==> src/sv/bile_pkg.sv <==
package bile_pkg;

	// Field widths of one request and one response.
	localparam int VALUE_W  = 32;
	localparam int OP_W     = 3;
	localparam int STATUS_W = 2;
	localparam int COUNT_W  = 5;

	// Operation codes.
	localparam logic [OP_W-1:0] OP_ADD_HEAD = 3'd0;
	localparam logic [OP_W-1:0] OP_ADD_TAIL = 3'd1;
	localparam logic [OP_W-1:0] OP_REM_HEAD = 3'd2;
	localparam logic [OP_W-1:0] OP_REM_TAIL = 3'd3;
	localparam logic [OP_W-1:0] OP_REM_VAL  = 3'd4;
	localparam logic [OP_W-1:0] OP_QUERY    = 3'd5;

	// Status codes.
	localparam logic [STATUS_W-1:0] ST_OK      = 2'd0;
	localparam logic [STATUS_W-1:0] ST_EMPTY   = 2'd1;
	localparam logic [STATUS_W-1:0] ST_FULL    = 2'd2;
	localparam logic [STATUS_W-1:0] ST_MISSING = 2'd3;

	typedef struct packed {
		logic [OP_W-1:0]           op;
		logic signed [VALUE_W-1:0] value;
	} req_t;

	typedef struct packed {
		logic signed [VALUE_W-1:0] removed_value;
		logic                      found;
		logic [STATUS_W-1:0]       status;
		logic [COUNT_W-1:0]        count;
	} rsp_t;

endpackage

==> src/sv/bile_ram.sv <==
module bile_ram #(
	parameter int WIDTH = 32,
	parameter int DEPTH = 16
) (
	input  logic                     clk,
	input  logic                     we,
	input  logic [$clog2(DEPTH)-1:0] waddr,
	input  logic [WIDTH-1:0]         wdata,
	input  logic [$clog2(DEPTH)-1:0] raddr,
	output logic [WIDTH-1:0]         rdata
);

	logic [WIDTH-1:0] mem [DEPTH];

	// One write port, one read port with registered read data.
	always_ff @(posedge clk) begin
		if (we) begin
			mem[waddr] <= wdata;
		end
		rdata <= mem[raddr];
	end

endmodule

==> src/sv/bounded_int_list_engine_unit.sv <==
// Bounded list engine: one request per start beat, one response beat per done strobe.
// Inserts, spare op codes and requests on an empty list respond from the dispatch step, head or
// tail removal after a read step, and remove-value or query after scan steps and, for remove-value,
// shift steps, since one RAM port steps the search and the gap-closing shift one entry per cycle.
// busy drops with the strobe, so a new request can be taken while the done strobe is high.
// Reset clears the list to empty; the receiver cannot stall the response.
module bounded_int_list_engine_unit #(
	parameter int CAPACITY = 16
) (
	input  logic           clk,
	input  logic           arst_n,
	input  logic           start,
	output logic           busy,
	input  bile_pkg::req_t req,
	output logic           done,
	output bile_pkg::rsp_t rsp
);

	localparam int IW = $clog2(CAPACITY);
	localparam int CW = $clog2(CAPACITY + 1);

	localparam logic [2:0] S_IDLE  = 3'd0;
	localparam logic [2:0] S_DISP  = 3'd1;
	localparam logic [2:0] S_RD    = 3'd2;
	localparam logic [2:0] S_SCAN  = 3'd3;
	localparam logic [2:0] S_SHIFT = 3'd4;

	logic [2:0]     st_q;
	bile_pkg::req_t req_q;
	bile_pkg::rsp_t rsp_q;
	logic           done_q;
	logic [IW-1:0]  front_q;
	logic [CW-1:0]  cnt_q;
	logic [CW-1:0]  idx_q;

	logic                         ram_we;
	logic [IW-1:0]                ram_waddr;
	logic [bile_pkg::VALUE_W-1:0] ram_wdata;
	logic [IW-1:0]                ram_raddr;
	logic [bile_pkg::VALUE_W-1:0] ram_rdata;

	logic          is_full;
	logic          is_empty;
	logic [IW-1:0] front_dec;
	logic          scan_last;
	logic          shift_last;
	logic          hit;

	// Physical position of the element at a given offset from the front.
	function automatic logic [IW-1:0] slot_f(input logic [IW-1:0] front,
			input logic [CW-1:0] off);
		logic [CW:0] sum;
		sum = (CW+1)'(front) + (CW+1)'(off);
		if (sum >= (CW+1)'(CAPACITY)) begin
			sum = sum - (CW+1)'(CAPACITY);
		end
		return sum[IW-1:0];
	endfunction

	assign is_full    = (cnt_q == CW'(CAPACITY));
	assign is_empty   = (cnt_q == '0);
	assign front_dec  = (front_q == '0) ? IW'(CAPACITY - 1) : front_q - 1'b1;
	assign scan_last  = (idx_q + 1'b1 == cnt_q);
	assign shift_last = (idx_q + CW'(2) == cnt_q);
	assign hit        = (ram_rdata == req_q.value);

	bile_ram #(
		.WIDTH(bile_pkg::VALUE_W),
		.DEPTH(CAPACITY)
	) u_ram (
		.clk  (clk),
		.we   (ram_we),
		.waddr(ram_waddr),
		.wdata(ram_wdata),
		.raddr(ram_raddr),
		.rdata(ram_rdata)
	);

	// RAM port control for each sequencer step.
	always_comb begin
		ram_we    = 1'b0;
		ram_waddr = slot_f(front_q, cnt_q);
		ram_wdata = req_q.value;
		ram_raddr = front_q;
		case (st_q)
			S_DISP: begin
				if ((req_q.op inside {bile_pkg::OP_ADD_HEAD, bile_pkg::OP_ADD_TAIL}) &&
						!is_full) begin
					ram_we = 1'b1;
					if (req_q.op == bile_pkg::OP_ADD_HEAD) begin
						ram_waddr = front_dec;
					end
				end
				if (req_q.op == bile_pkg::OP_REM_TAIL) begin
					ram_raddr = slot_f(front_q, cnt_q - 1'b1);
				end
			end
			S_SCAN: begin
				ram_raddr = slot_f(front_q, idx_q + 1'b1);
			end
			S_SHIFT: begin
				ram_we    = 1'b1;
				ram_waddr = slot_f(front_q, idx_q);
				ram_wdata = ram_rdata;
				ram_raddr = slot_f(front_q, idx_q + CW'(2));
			end
			default: begin
			end
		endcase
	end

	// Sequencer: dispatch, read, scan and shift steps, then one response beat.
	always_ff @(posedge clk or negedge arst_n) begin
		if (!arst_n) begin
			st_q    <= S_IDLE;
			done_q  <= 1'b0;
			front_q <= '0;
			cnt_q   <= '0;
			idx_q   <= '0;
		end else begin
			done_q <= 1'b0;
			case (st_q)
				S_IDLE: begin
					if (start) begin
						req_q <= req;
						st_q  <= S_DISP;
					end
				end
				S_DISP: begin
					rsp_q.removed_value <= '0;
					rsp_q.found         <= 1'b0;
					rsp_q.status        <= bile_pkg::ST_OK;
					rsp_q.count         <= bile_pkg::COUNT_W'(cnt_q);
					idx_q               <= '0;
					if (req_q.op inside {bile_pkg::OP_ADD_HEAD, bile_pkg::OP_ADD_TAIL}) begin
						if (is_full) begin
							rsp_q.status <= bile_pkg::ST_FULL;
						end else begin
							cnt_q       <= cnt_q + 1'b1;
							rsp_q.count <= bile_pkg::COUNT_W'(cnt_q + 1'b1);
							if (req_q.op == bile_pkg::OP_ADD_HEAD) begin
								front_q <= front_dec;
							end
						end
						done_q <= 1'b1;
						st_q   <= S_IDLE;
					end else if (req_q.op inside {bile_pkg::OP_REM_HEAD, bile_pkg::OP_REM_TAIL,
							bile_pkg::OP_REM_VAL, bile_pkg::OP_QUERY}) begin
						if (is_empty) begin
							rsp_q.status <= bile_pkg::ST_EMPTY;
							done_q       <= 1'b1;
							st_q         <= S_IDLE;
						end else if (req_q.op inside {bile_pkg::OP_REM_HEAD,
								bile_pkg::OP_REM_TAIL}) begin
							st_q <= S_RD;
						end else begin
							st_q <= S_SCAN;
						end
					end else begin
						done_q <= 1'b1;
						st_q   <= S_IDLE;
					end
				end
				S_RD: begin
					rsp_q.removed_value <= ram_rdata;
					rsp_q.count         <= bile_pkg::COUNT_W'(cnt_q - 1'b1);
					cnt_q               <= cnt_q - 1'b1;
					if (req_q.op == bile_pkg::OP_REM_HEAD) begin
						front_q <= slot_f(front_q, CW'(1));
					end
					done_q <= 1'b1;
					st_q   <= S_IDLE;
				end
				S_SCAN: begin
					if (hit) begin
						rsp_q.found <= 1'b1;
						if (req_q.op == bile_pkg::OP_QUERY || scan_last) begin
							if (req_q.op == bile_pkg::OP_REM_VAL) begin
								cnt_q       <= cnt_q - 1'b1;
								rsp_q.count <= bile_pkg::COUNT_W'(cnt_q - 1'b1);
							end
							done_q <= 1'b1;
							st_q   <= S_IDLE;
						end else begin
							st_q <= S_SHIFT;
						end
					end else if (scan_last) begin
						rsp_q.status <= bile_pkg::ST_MISSING;
						done_q       <= 1'b1;
						st_q         <= S_IDLE;
					end else begin
						idx_q <= idx_q + 1'b1;
					end
				end
				S_SHIFT: begin
					idx_q <= idx_q + 1'b1;
					if (shift_last) begin
						cnt_q       <= cnt_q - 1'b1;
						rsp_q.count <= bile_pkg::COUNT_W'(cnt_q - 1'b1);
						done_q      <= 1'b1;
						st_q        <= S_IDLE;
					end
				end
				default: begin
					st_q <= S_IDLE;
				end
			endcase
		end
	end

	assign busy = (st_q != S_IDLE);
	assign done = done_q;
	assign rsp  = rsp_q;

	// A response beat only closes a request that was in progress.
	a_done_after_work: assert property (@(posedge clk) disable iff (!arst_n)
		done |-> $past(st_q) != S_IDLE)
		else $error("response beat without a request in progress");

	// The held count never exceeds the capacity.
	a_count_bound: assert property (@(posedge clk) disable iff (!arst_n)
		cnt_q <= CW'(CAPACITY))
		else $error("held count above capacity");

	// An accepted request makes the block busy on the next cycle.
	a_busy_after_start: assert property (@(posedge clk) disable iff (!arst_n)
		(start && !busy) |=> busy)
		else $error("request accepted but block not busy");

	// A found flag always comes with an ok status.
	a_found_ok: assert property (@(posedge clk) disable iff (!arst_n)
		(done && rsp.found) |-> rsp.status == bile_pkg::ST_OK)
		else $error("found flag with a failing status");

endmodule
==> config.mk <==
export PLATFORM = sky130hd
export DESIGN_NAME = bounded_int_list_engine_unit
export DESIGN_NICKNAME = d
export VERILOG_FILES = /design/src/sv/bile_pkg.sv /design/src/sv/bile_ram.sv /design/src/sv/bounded_int_list_engine_unit.sv
export SDC_FILE = /design/constraint.sdc
export NUM_CORES = 1
export LEC_CHECK = 0
export ABC_AREA = 1
export BUFFER_PORTS_ARGS = -buffer_cell sky130_fd_sc_hd__buf_2
export CORE_MARGIN = 8
export CORE_UTILIZATION = 40
export CTS_CLUSTER_DIAMETER = 30
export CTS_CLUSTER_SIZE = 40
export DETAILED_ROUTE_END_ITERATION = 10
export GPL_TIMING_DRIVEN = 0
export PLACE_DENSITY = 0.66
export SETUP_SLACK_MARGIN = 0.02
export SYNTH_ARGS = -nofsm -noshare
export SYNTH_HDL_FRONTEND = slang
export SYNTH_SLANG_ARGS = --single-unit
==> constraint.sdc <==
create_clock -name clk -period 3.9 [get_ports clk]
set_input_delay 0.195 -clock clk [delete_from_list [all_inputs] [get_ports clk]]
set_output_delay 0.195 -clock clk [all_outputs]
set_load 0.05 [all_outputs]
# Word-level counts from Yosys, hierarchy flattened
# Memory sizes are Yosys's and may differ from the RTL's. A register that Yosys moved wholly into a read port is not among the register bits.
# Index checks and enable logic that the tools add are counted.
[totals]
regBits = 93
latch_bits = 0
ramBits = 512
rom_bits = 0
input_bits = 38
out_inout_bits = 42
wordCells = 144
n_memories = 1
[classes]
add_sub_neg = 17
multipliers = 0
div_mod_pow = 0
n_lt_le_gt_ge = 6
n_eq_ne = 26
shift = 0
muxes = 59
n_bitwise = 0
n_reduce_logical = 24
[mem_list]
columns = ["memory", "words", "width", "read_ports", "rd_ports_with_merged_regs", "write_ports", "line", "text"]
rows = [
  ["u_ram.mem", 16, 32, 1, 1, 1, "bile_ram.sv:13", "logic [WIDTH-1:0] mem [DEPTH];"],
]
[op_table]
columns = ["op", "count"]
rows = [
  ["$pmux W32 S2", 1],
  ["$mux W4", 14],
  ["$mux W5", 8],
  ["$eq A32 B32 Y1", 1],
  ["$mux W32", 1],
  ["$add A4 B5 Y6", 5],
  ["$ge A6 B5 Y1 const B", 5],
  ["$sub A4 B1 Y4 const B", 7],
  ["$ne A2 B2 Y1 const B", 12],
  ["$mux W3", 7],
  ["$pmux W5 S4", 1],
  ["$pmux W4 S2", 2],
  ["$pmux W5 S3", 1],
  ["$mux W1", 14],
  ["$eq A3 B2 Y1 const B", 4],
  ["$pmux W3 S4", 1],
  ["$pmux W4 S3", 1],
  ["$reduce_and A3 Y1", 4],
  ["$add A5 B1 Y5 const B", 2],
  ["$eq A5 B5 Y1", 2],
  ["$mux W2", 5],
  ["$reduce_and A5 Y1", 2],
  ["$eq A3 B3 Y1 const B", 3],
  ["$reduce_bool A2 Y1", 4],
  ["other kinds (21)", 25],
]

# Longest topological paths before layout
# Gate-level depths: netlist (run 1).
[logic_depth]
ltp_word = 7
depth_mapped = 19
depth_no_buf = 16

# Cells and area by module
# A second synthesis (run 1) with hierarchy kept.
[hier_totals]
hier_cells = 2770
area_unflattened_um2 = 28300.9
[by_module_without_submodules]
columns = ["module", "n_inst", "cells_per_inst", "area_per_inst_um2", "seq_area_each_um2"]
rows = [
  ["bile_ram", 1, 2120, 22730.6, 16015.4],
  ["bounded_int_list_engine_unit", 1, 650, 5570.3, 2702.6],
]

# Least setup slack after synthesis (run 1)
# Ideal clock, no wire load.
[synth_path]
path_type = "register -> register"
start = "register cnt_q[1]"
end = "memory u_ram.mem[0][0], enable pin"
arrival_time_ns = 3.026
t_required_ns = 3.479
path_slack_ns = 0.453
stages_incl_launch_ff = 12
n_path_buf = 0
period_less_slack_ns = 3.447
cell_sequence = "dfrtp_1 > inv_1 > ha_1 > nand3_1 > nand2_1 > nand2_1 > o21ai_0 > nand2_1 > o211ai_1 > a21oi_1 > nand2_1 > nor2_1"
[synth_between]
elab_chain_len = 7
[synth_lines]
columns = ["element", "line", "text"]
rows = [
  ["start, declared", "bounded_int_list_engine_unit.sv:33", "logic [CW-1:0] cnt_q;"],
  ["start signal, assigned", "bounded_int_list_engine_unit.sv:139", "cnt_q <= cnt_q + 1'b1;"],
  ["start signal, assigned", "bounded_int_list_engine_unit.sv:167", "cnt_q <= cnt_q - 1'b1;"],
  ["start signal, assigned", "bounded_int_list_engine_unit.sv:179", "cnt_q <= cnt_q - 1'b1;"],
  ["branches (longest 7 deep; another with $add A4 B5 Y6)", "--", ""],
  ["end, declared", "bile_ram.sv:13", ""],
]
# Parallel ways; which one is timed is not known.

# Worst setup path after layout (run 1)
[layout_path]
start = "register st_q[0]"
end = "register u_ram.rdata[23], read port of u_ram.mem"
[layout_between]
elab_chain_len = 2
[layout_lines]
columns = ["element", "line", "text"]
rows = [
  ["start, declared", "bounded_int_list_engine_unit.sv:28", "logic [2:0] st_q;"],
  ["start signal, assigned", "bounded_int_list_engine_unit.sv:115", "st_q <= S_IDLE;"],
  ["start signal, assigned", "bounded_int_list_engine_unit.sv:126", "st_q <= S_DISP;"],
  ["start signal, assigned", "bounded_int_list_engine_unit.sv:146", "st_q <= S_IDLE;"],
  ["$eq A3 B3 Y1, or another cell as far along", "bounded_int_list_engine_unit.sv:85", "case (st_q)"],
  ["$pmux W4 S3 (*)", "bounded_int_list_engine_unit.sv:85", ""],
  ["end, declared", "bile_ram.sv:10", "output logic [WIDTH-1:0] rdata"],
]
# Every way passes the cells marked *; elsewhere a longest branch is shown, timed or not.
# A chain may end at the register's enable or synchronous reset.

==> flow_summary.json, run 1 <==
{
  "crit_top_cell": "nand2_1",
  "skew_ns": 0.0303,
  "syn_inst": 2725,
  "holdWs_ns": 0.0230,
  "die_width_um": 281,
  "netlist_area_um2": 28200,
  "cts_made_buffers": 118,
  "nFillCells": 6108,
  "synth_nets": 2786,
  "yosysSeqAreaShare_pct": 66.5,
  "cts_root_buffer": "clkbuf_16",
  "wl_met3_um": 9740,
  "first_iter_violations": 2293,
  "place.gp.congestion": 0.885,
  "critPathRequiredTime_ns": 4.44,
  "path_class": "reg -> reg",
  "port_buffers": 79,
  "syn_area_per_cell_um2": 10.3,
  "highest_layer": "met4",
  "clk_latency_ns": 0.67,
  "rsz0062_at_grt": "true",
  "critPathTopFamily": "buffers and inverters",
  "max-vdd-ir-drop_mv": 0.539,
  "grt_pass1_vias": 20500,
  "finalCriticalPeriod_ns": 3.77,
  "timing.final.max_slew_violations": 0,
  "setup-violations-final": 0,
  "start_kind": "flop",
  "power.net_switching_w": 0.0156,
  "core_area_um2": 69900,
  "ys_warn_count": 0,
  "cts_sinks": 637,
  "initial_core_util_pct": 40.3,
  "cts_tree": "done",
  "grt_max_degree": 23,
  "timing_hold_violations_final": 0,
  "max_freq_mhz": 265,
  "synth_edf_count": 587,
  "crit_buf_inv": 5,
  "max_stage_delay_ns": 0.60,
  "drc_errors": 0,
  "async_reset_ff_share_pct": 2.83,
  "clk_pin_slew_ns": 0.05,
  "dr.pass1.iters": 6,
  "dieHeight_um": 281,
  "routed_via_density": 5.27,
  "reg2regPathDepth": 16,
  "diodes": 0,
  "p_seq_share_pct": 24.9,
  "outcome": "complete, no violations",
  "worstPathCellList": "nor2_1 -> nand2_1 -> buf_6 -> buf_4 -> xor2_1 -> ha_1 -> inv_1 -> fa_1 -> xnor2_1 -> nand2_1 -> o211ai_1 -> inv_2 -> clkdlybuf4s18_2 -> nand3_1 -> nand3_1 -> nand2_1",
  "routed_wl_um": 86900,
  "path_max_fanout": 10,
  "worstMarginPinSlew_ns": 1.10,
  "hp-class": "in -> async",
  "grt_first_pass_wirelength_um": 127000,
  "combinationalPowerShare_pct": 46.2,
  "grt_overflow": 0,
  "p_int_w": 0.0191,
  "crit_slowest_cell": "clkdlybuf4s18_2",
  "ios": 80,
  "synth_seq_cells": 637,
  "die_area_um2": 79100,
  "timing.slew.headroom_pct": 26.1,
  "clock_path_buffers": 3,
  "arrival_ns": 4.31,
  "cp.depth": 16,
  "layout.nets": 3073,
  "avgRoutedWirePerCell_um": 21.4,
  "fp-row-count": 97,
  "routedLengthMet1_um": 33300,
  "drive_gt1_share_pct": 15.9,
  "layout_common_cells": "nand2_1, nand3_1, edfxtp_1",
  "met2WireLength_um": 40500,
  "final_common_cell": "nand2_1",
  "cellPowerDensity_nw_per_um2": 992,
  "synthDistinctLibCells": 30,
  "vias": 21400,
  "fin_util_pct": 50.0,
  "hpwl_um": 56200,
  "cp-end-kind": "flop",
  "switching_share_pct": 45.0,
  "antenna_found_initial": 0,
  "detail-route-antenna-nets": 0,
  "p_leak_nw": 14.7,
  "clkPwrFrac_pct": 28.9,
  "ys.flop_type": "edfxtp_1",
  "cts_htree_levels": 3,
  "grt_usage_pct": 21.4,
  "syn2layout_area_growth_pct": 24.3,
  "max-cap-violations": 0,
  "period_share_pct": 96.8
}
registers in the layout (all words and copies together), names as in the netlist:
name / flops
u_ram.mem: 512
rsp: 40
req_q: 35
u_ram.rdata: 32
cnt_q: 5
idx_q: 5
front_q: 4
st_q: 3
done: 1
power by group through the flow:
stage	sequential, W	clock, W	combinational (W)
6_report	0.00864	0.0100	0.0160
5_1_grt	0.00870	0.0104	0.0172
4_1_cts	0.00864	0.0101	0.0157
3_5_place_dp	0.00876	0	0.0155
3_3_place_gp	0.00881	0	0.0150
2_1_floorplan	0.00911	0	0.00926
synth_stat cells (all sizes together), types with 2 or more instances:
cell type	n	area share, %
dfxtp	32	2.3
o21ai	51	0.91
a31oi	2	0.044
xor2	27	0.84
buf	125	2.2
nor3	11	0.23
o211ai	4	0.11
xnor2	19	0.59
inv	339	4.5
nand4	11	0.24
or2	4	0.089
edfxtp	587	63
nand3b	3	0.080
dfrtp	18	1.6
ha	19	0.84
a21oi	15	0.27
clkbuf	22	0.29
nand3	629	11
nand2	714	9.5
nor2	86	1.1
fa	4	0.28
stage by stage:
stage | power [W] | setup TNS, ns | setup slack [ns] | cell area (µm²) | std cells
4_1_cts | 0.0344 | 0 | 0.0361 | 34900 | 4053
3_5_place_dp | 0.0242 | -16.81 | -0.668 | 30500 | 3791
2_1_floorplan | 0.0184 | 0 | 0.453 | 28200 | 2725
6_report | 0.0347 | 0 | 0.126 | 35000 | 4057
5_1_grt | 0.0363 | 0 | 0.00394 | 35000 | 4057
3_3_place_gp | 0.0238 | -871.10 | -1.84 | 29700 | 3744
per-layer routing:
metal,up-vias,track usage [%]
li1,9776,-
met1,10200,27.7
met2,1219,35.0
met3,219,4.49
met4,0,8.99
met5,-,0
what timing repair did:
item                                   in CTS  in global routing
pin swaps                                   0                  3
setup buffers                               0                  2
cloned                                      0                  1
resized for setup                          14                 13
hold buffers                               37                  0
endpoints found under the hold margin      54                  0
setup endpoints to repair                  32                 70
worst reg2reg max path, cell delays in order, from the launching register on:
cell and delay, ns:
dfrtp_1 0.43, nor2_1 0.08, nand2_1 0.15, buf_6 0.24
buf_4 0.25, xor2_1 0.17, ha_1 0.19, inv_1 0.06
fa_1 0.40, xnor2_1 0.13, nand2_1 0.07, o211ai_1 0.17
inv_2 0.27, clkdlybuf4s18_2 0.60, nand3_1 0.19, nand3_1 0.17
nand2_1 0.07
kinds of logic (layout without fill, tap and decap cells):
| family | after synthesis | after routing | synth area share (%) |
|---|---|---|---|
| and+or+nand+nor | 1459 | 1460 | 22.6 |
| DFF | 637 | 637 | 66.5 |
| buffers and inverters | 487 | 878 | 7.03 |
| AOI/OAI and AO/OA | 73 | 73 | 1.35 |
| xor gates and xnor gates | 46 | 46 | 1.43 |
| adders and majority gates | 23 | 23 | 1.13 |
area by class of cell:
type / instances / area [µm²] / area share [%]
buffer: 147 / 748 / 2.14
clock buffer: 143 / 3110 / 8.88
clock inverter: 82 / 857 / 2.45
inverter: 340 / 1280 / 3.65
multi-input combinational: 1602 / 7600 / 21.7
sequential: 637 / 18700 / 53.5
tap: 940 / 1180 / 3.36
timing repair buffer: 166 / 1500 / 4.28
final timing paths:
check	endpoint	from	slack (ns)
setup / recovery	u_ram.rdata[23]	st_q[0]	0.13
hold / removal	st_q[0]	arst_n	0.02
setup reg to reg	u_ram.rdata[23]	st_q[0]	0.13
hold reg to reg	idx_q[4]	idx_q[4]	0.55
max in group asynchronous	idx_q[4]	arst_n	3.52
min in group clk	req_q[20]	req[20]	0.25
Note: power is estimated with default switching activity, not from simulation.
==> run 2: changes to the inputs <==
==> constraint.sdc (replaced) <==
create_clock -name clk -period 4.7 [get_ports clk]
set_input_delay 0.235 -clock clk [delete_from_list [all_inputs] [get_ports clk]]
set_output_delay 0.235 -clock clk [all_outputs]
set_load 0.05 [all_outputs]
==> flow_summary.json, run 2 (same netlist as run 1, synthesis figures left out) <==
{
  "antenna_found_initial": 0,
  "ios": 80,
  "arrival_ns": 4.98,
  "finalCriticalPeriod_ns": 4.44,
  "routed_via_density": 5.27,
  "r2r-start": "st_q[0]",
  "clock_path_buffers": 3,
  "setup-violations-final": 0,
  "critPathRequiredTime_ns": 5.24,
  "max-cap-violations": 0,
  "max-vdd-ir-drop_mv": 0.419,
  "routed_wl_um": 86100,
  "timing_hold_violations_final": 0,
  "cellPowerDensity_nw_per_um2": 822,
  "timing.slew.headroom_pct": 20.0,
  "worstMarginPinSlew_ns": 1.20,
  "dieHeight_um": 281,
  "fin_setup_tns_ns": 0,
  "reg2reg_to": "u_ram.rdata[23]",
  "reg2regPathDepth": 15,
  "first_iter_violations": 2346,
  "cts_made_buffers": 118,
  "grt_usage_pct": 21.4,
  "clk_latency_ns": 0.67,
  "dp.cells": 3791,
  "port_buffers": 79,
  "syn2layout_area_growth_pct": 23.9,
  "hpwl_um": 56200,
  "dr.pass1.iters": 5,
  "finalPower_w": 0.0287,
  "r2r_slack_ns": 0.26,
  "cts_root_buffer": "clkbuf_16",
  "vias": 21400,
  "hp-class": "in -> async",
  "start_kind": "flop",
  "cp-endpoint": "u_ram.rdata[23]",
  "grt_first_pass_wirelength_um": 127000,
  "fin_util_pct": 49.9,
  "path_max_fanout": 19,
  "period_share_pct": 94.6,
  "layout.nets": 3069,
  "cts_sinks": 637,
  "place.gp.congestion": 0.885,
  "outcome": "complete, no violations",
  "largest_register_ffs": 512,
  "crit_path_start": "st_q[0]",
  "rsz0062_at_grt": "false",
  "final_cell_count_no_fill": 4053,
  "p_leak_nw": 14.7,
  "die_width_um": 281,
  "skew_ns": 0.0238,
  "clk_pin_slew_ns": 0.05,
  "cts_htree_levels": 3,
  "diodes": 0,
  "drc_errors": 0,
  "holdWs_ns": 0.0636,
  "grt_max_degree": 23,
  "largest_register": "u_ram.mem",
  "drive_gt1_share_pct": 15.4,
  "path_class": "reg -> reg",
  "cts_tree": "done",
  "layout_common_cells": "nand2_1, nand3_1, edfxtp_1",
  "detail-route-antenna-nets": 0,
  "final_common_cell": "nand2_1",
  "timing.final.max_slew_violations": 0,
  "avgRoutedWirePerCell_um": 21.3,
  "grt_pass1_vias": 20500,
  "core_area_um2": 69900,
  "initial_core_util_pct": 40.3,
  "die_area_um2": 79100,
  "grt_overflow": 0,
  "cp-end-kind": "flop",
  "max_freq_mhz": 225,
  "fp-row-count": 97
}
==> run 2: cell types whose count changed in the layout (fill, tap and decap cells not counted) <==
cell / before / now
buf_4: 28 / 25
buf_12: 9 / 7
clkdlybuf4s15_1: 0 / 1
clkbuf_4: 4 / 0
nor2_2: 2 / 0
clkdlybuf4s18_2: 1 / 0
clkbuf_2: 7 / 0
nor2_1: 68 / 69
clkbuf_1: 35 / 41
buf_6: 7 / 6
buf_1: 0 / 4
buf_2: 194 / 198
==> run 2: metal layers <==
| layer | GRT usage, % | part of all wire, % |
|---|---|---|
| met1 | 27.6 | 39 |
| met2 | 34.9 | 47 |
| met3 | 4.52 | 11 |
| met4 | 9.16 | 3.7 |
| met5 | 0 | 0 |
==> run 2: stage by stage <==
step                worst slack, ns  instance area, µm²
global route                 0.0857               34900
global placement              -1.04               29700
finish                        0.256               34900
floorplan                      1.25               28200
CTS                           0.125               34900
detailed placement            0.132               30500
==> run 2: layout make-up <==
cell class              instances  area (µm²)
plain buffers                 146         707
clock buffers                 143        3110
clock inverters                82         857
fillers                      6130       35000
inverters                     340        1280
multi-input cells            1601        7590
flip-flops and latches        637       18700
well taps                     940        1180
repair buffers                164        1460
==> run 2: worst min-delay path by stage <==
| stage | slack (ns) | to | depth (start not counted) | from |
|---|---|---|---|---|
| final | 0.06 | front_q[1] | 2 | arst_n |
| after global routing | 0.11 | st_q[1] | 2 | arst_n |
| after CTS | 0.05 | st_q[1] | 2 | arst_n |
| after detailed placement | 0.22 | cnt_q[4] | 1 | arst_n |
| after global placement | 0.23 | cnt_q[3] | 1 | arst_n |
| after floorplan | -0.06 | cnt_q[0] | 0 | arst_n |
==> run 2: what timing repair did <==
item | 4_1_cts | 5_1_grt
resized for setup | 0 | 2
hold buffers | 37 | 0
setup endpoints to repair | 0 | 14
hold endpoints to repair | 54 | 0
setup buffers | 0 | 0
==> run 2: power breakdown <==
part	switching (W)	total (W)	internal, W
Clock	0.00290	0.00832	0.00542
Combinational	0.00973	0.0132	0.00346
Sequential	0.000256	0.00717	0.00691
Total	0.0129	0.0287	0.0158
==> run 2: worst max-delay path, cell delays in order (launching register included) <==
cell and delay (ns):
dfrtp_1 0.43, nor2_1 0.08, nand2_1 0.12, buf_2 0.56, clkbuf_1 0.59, nand2_1 0.12, nand2_1 0.09, ha_1 0.26
xnor2_1 0.14, nand2_1 0.07, o211ai_1 0.16, inv_2 0.27, buf_1 0.92, nand3_1 0.21, nand3_1 0.20, nand2_1 0.07
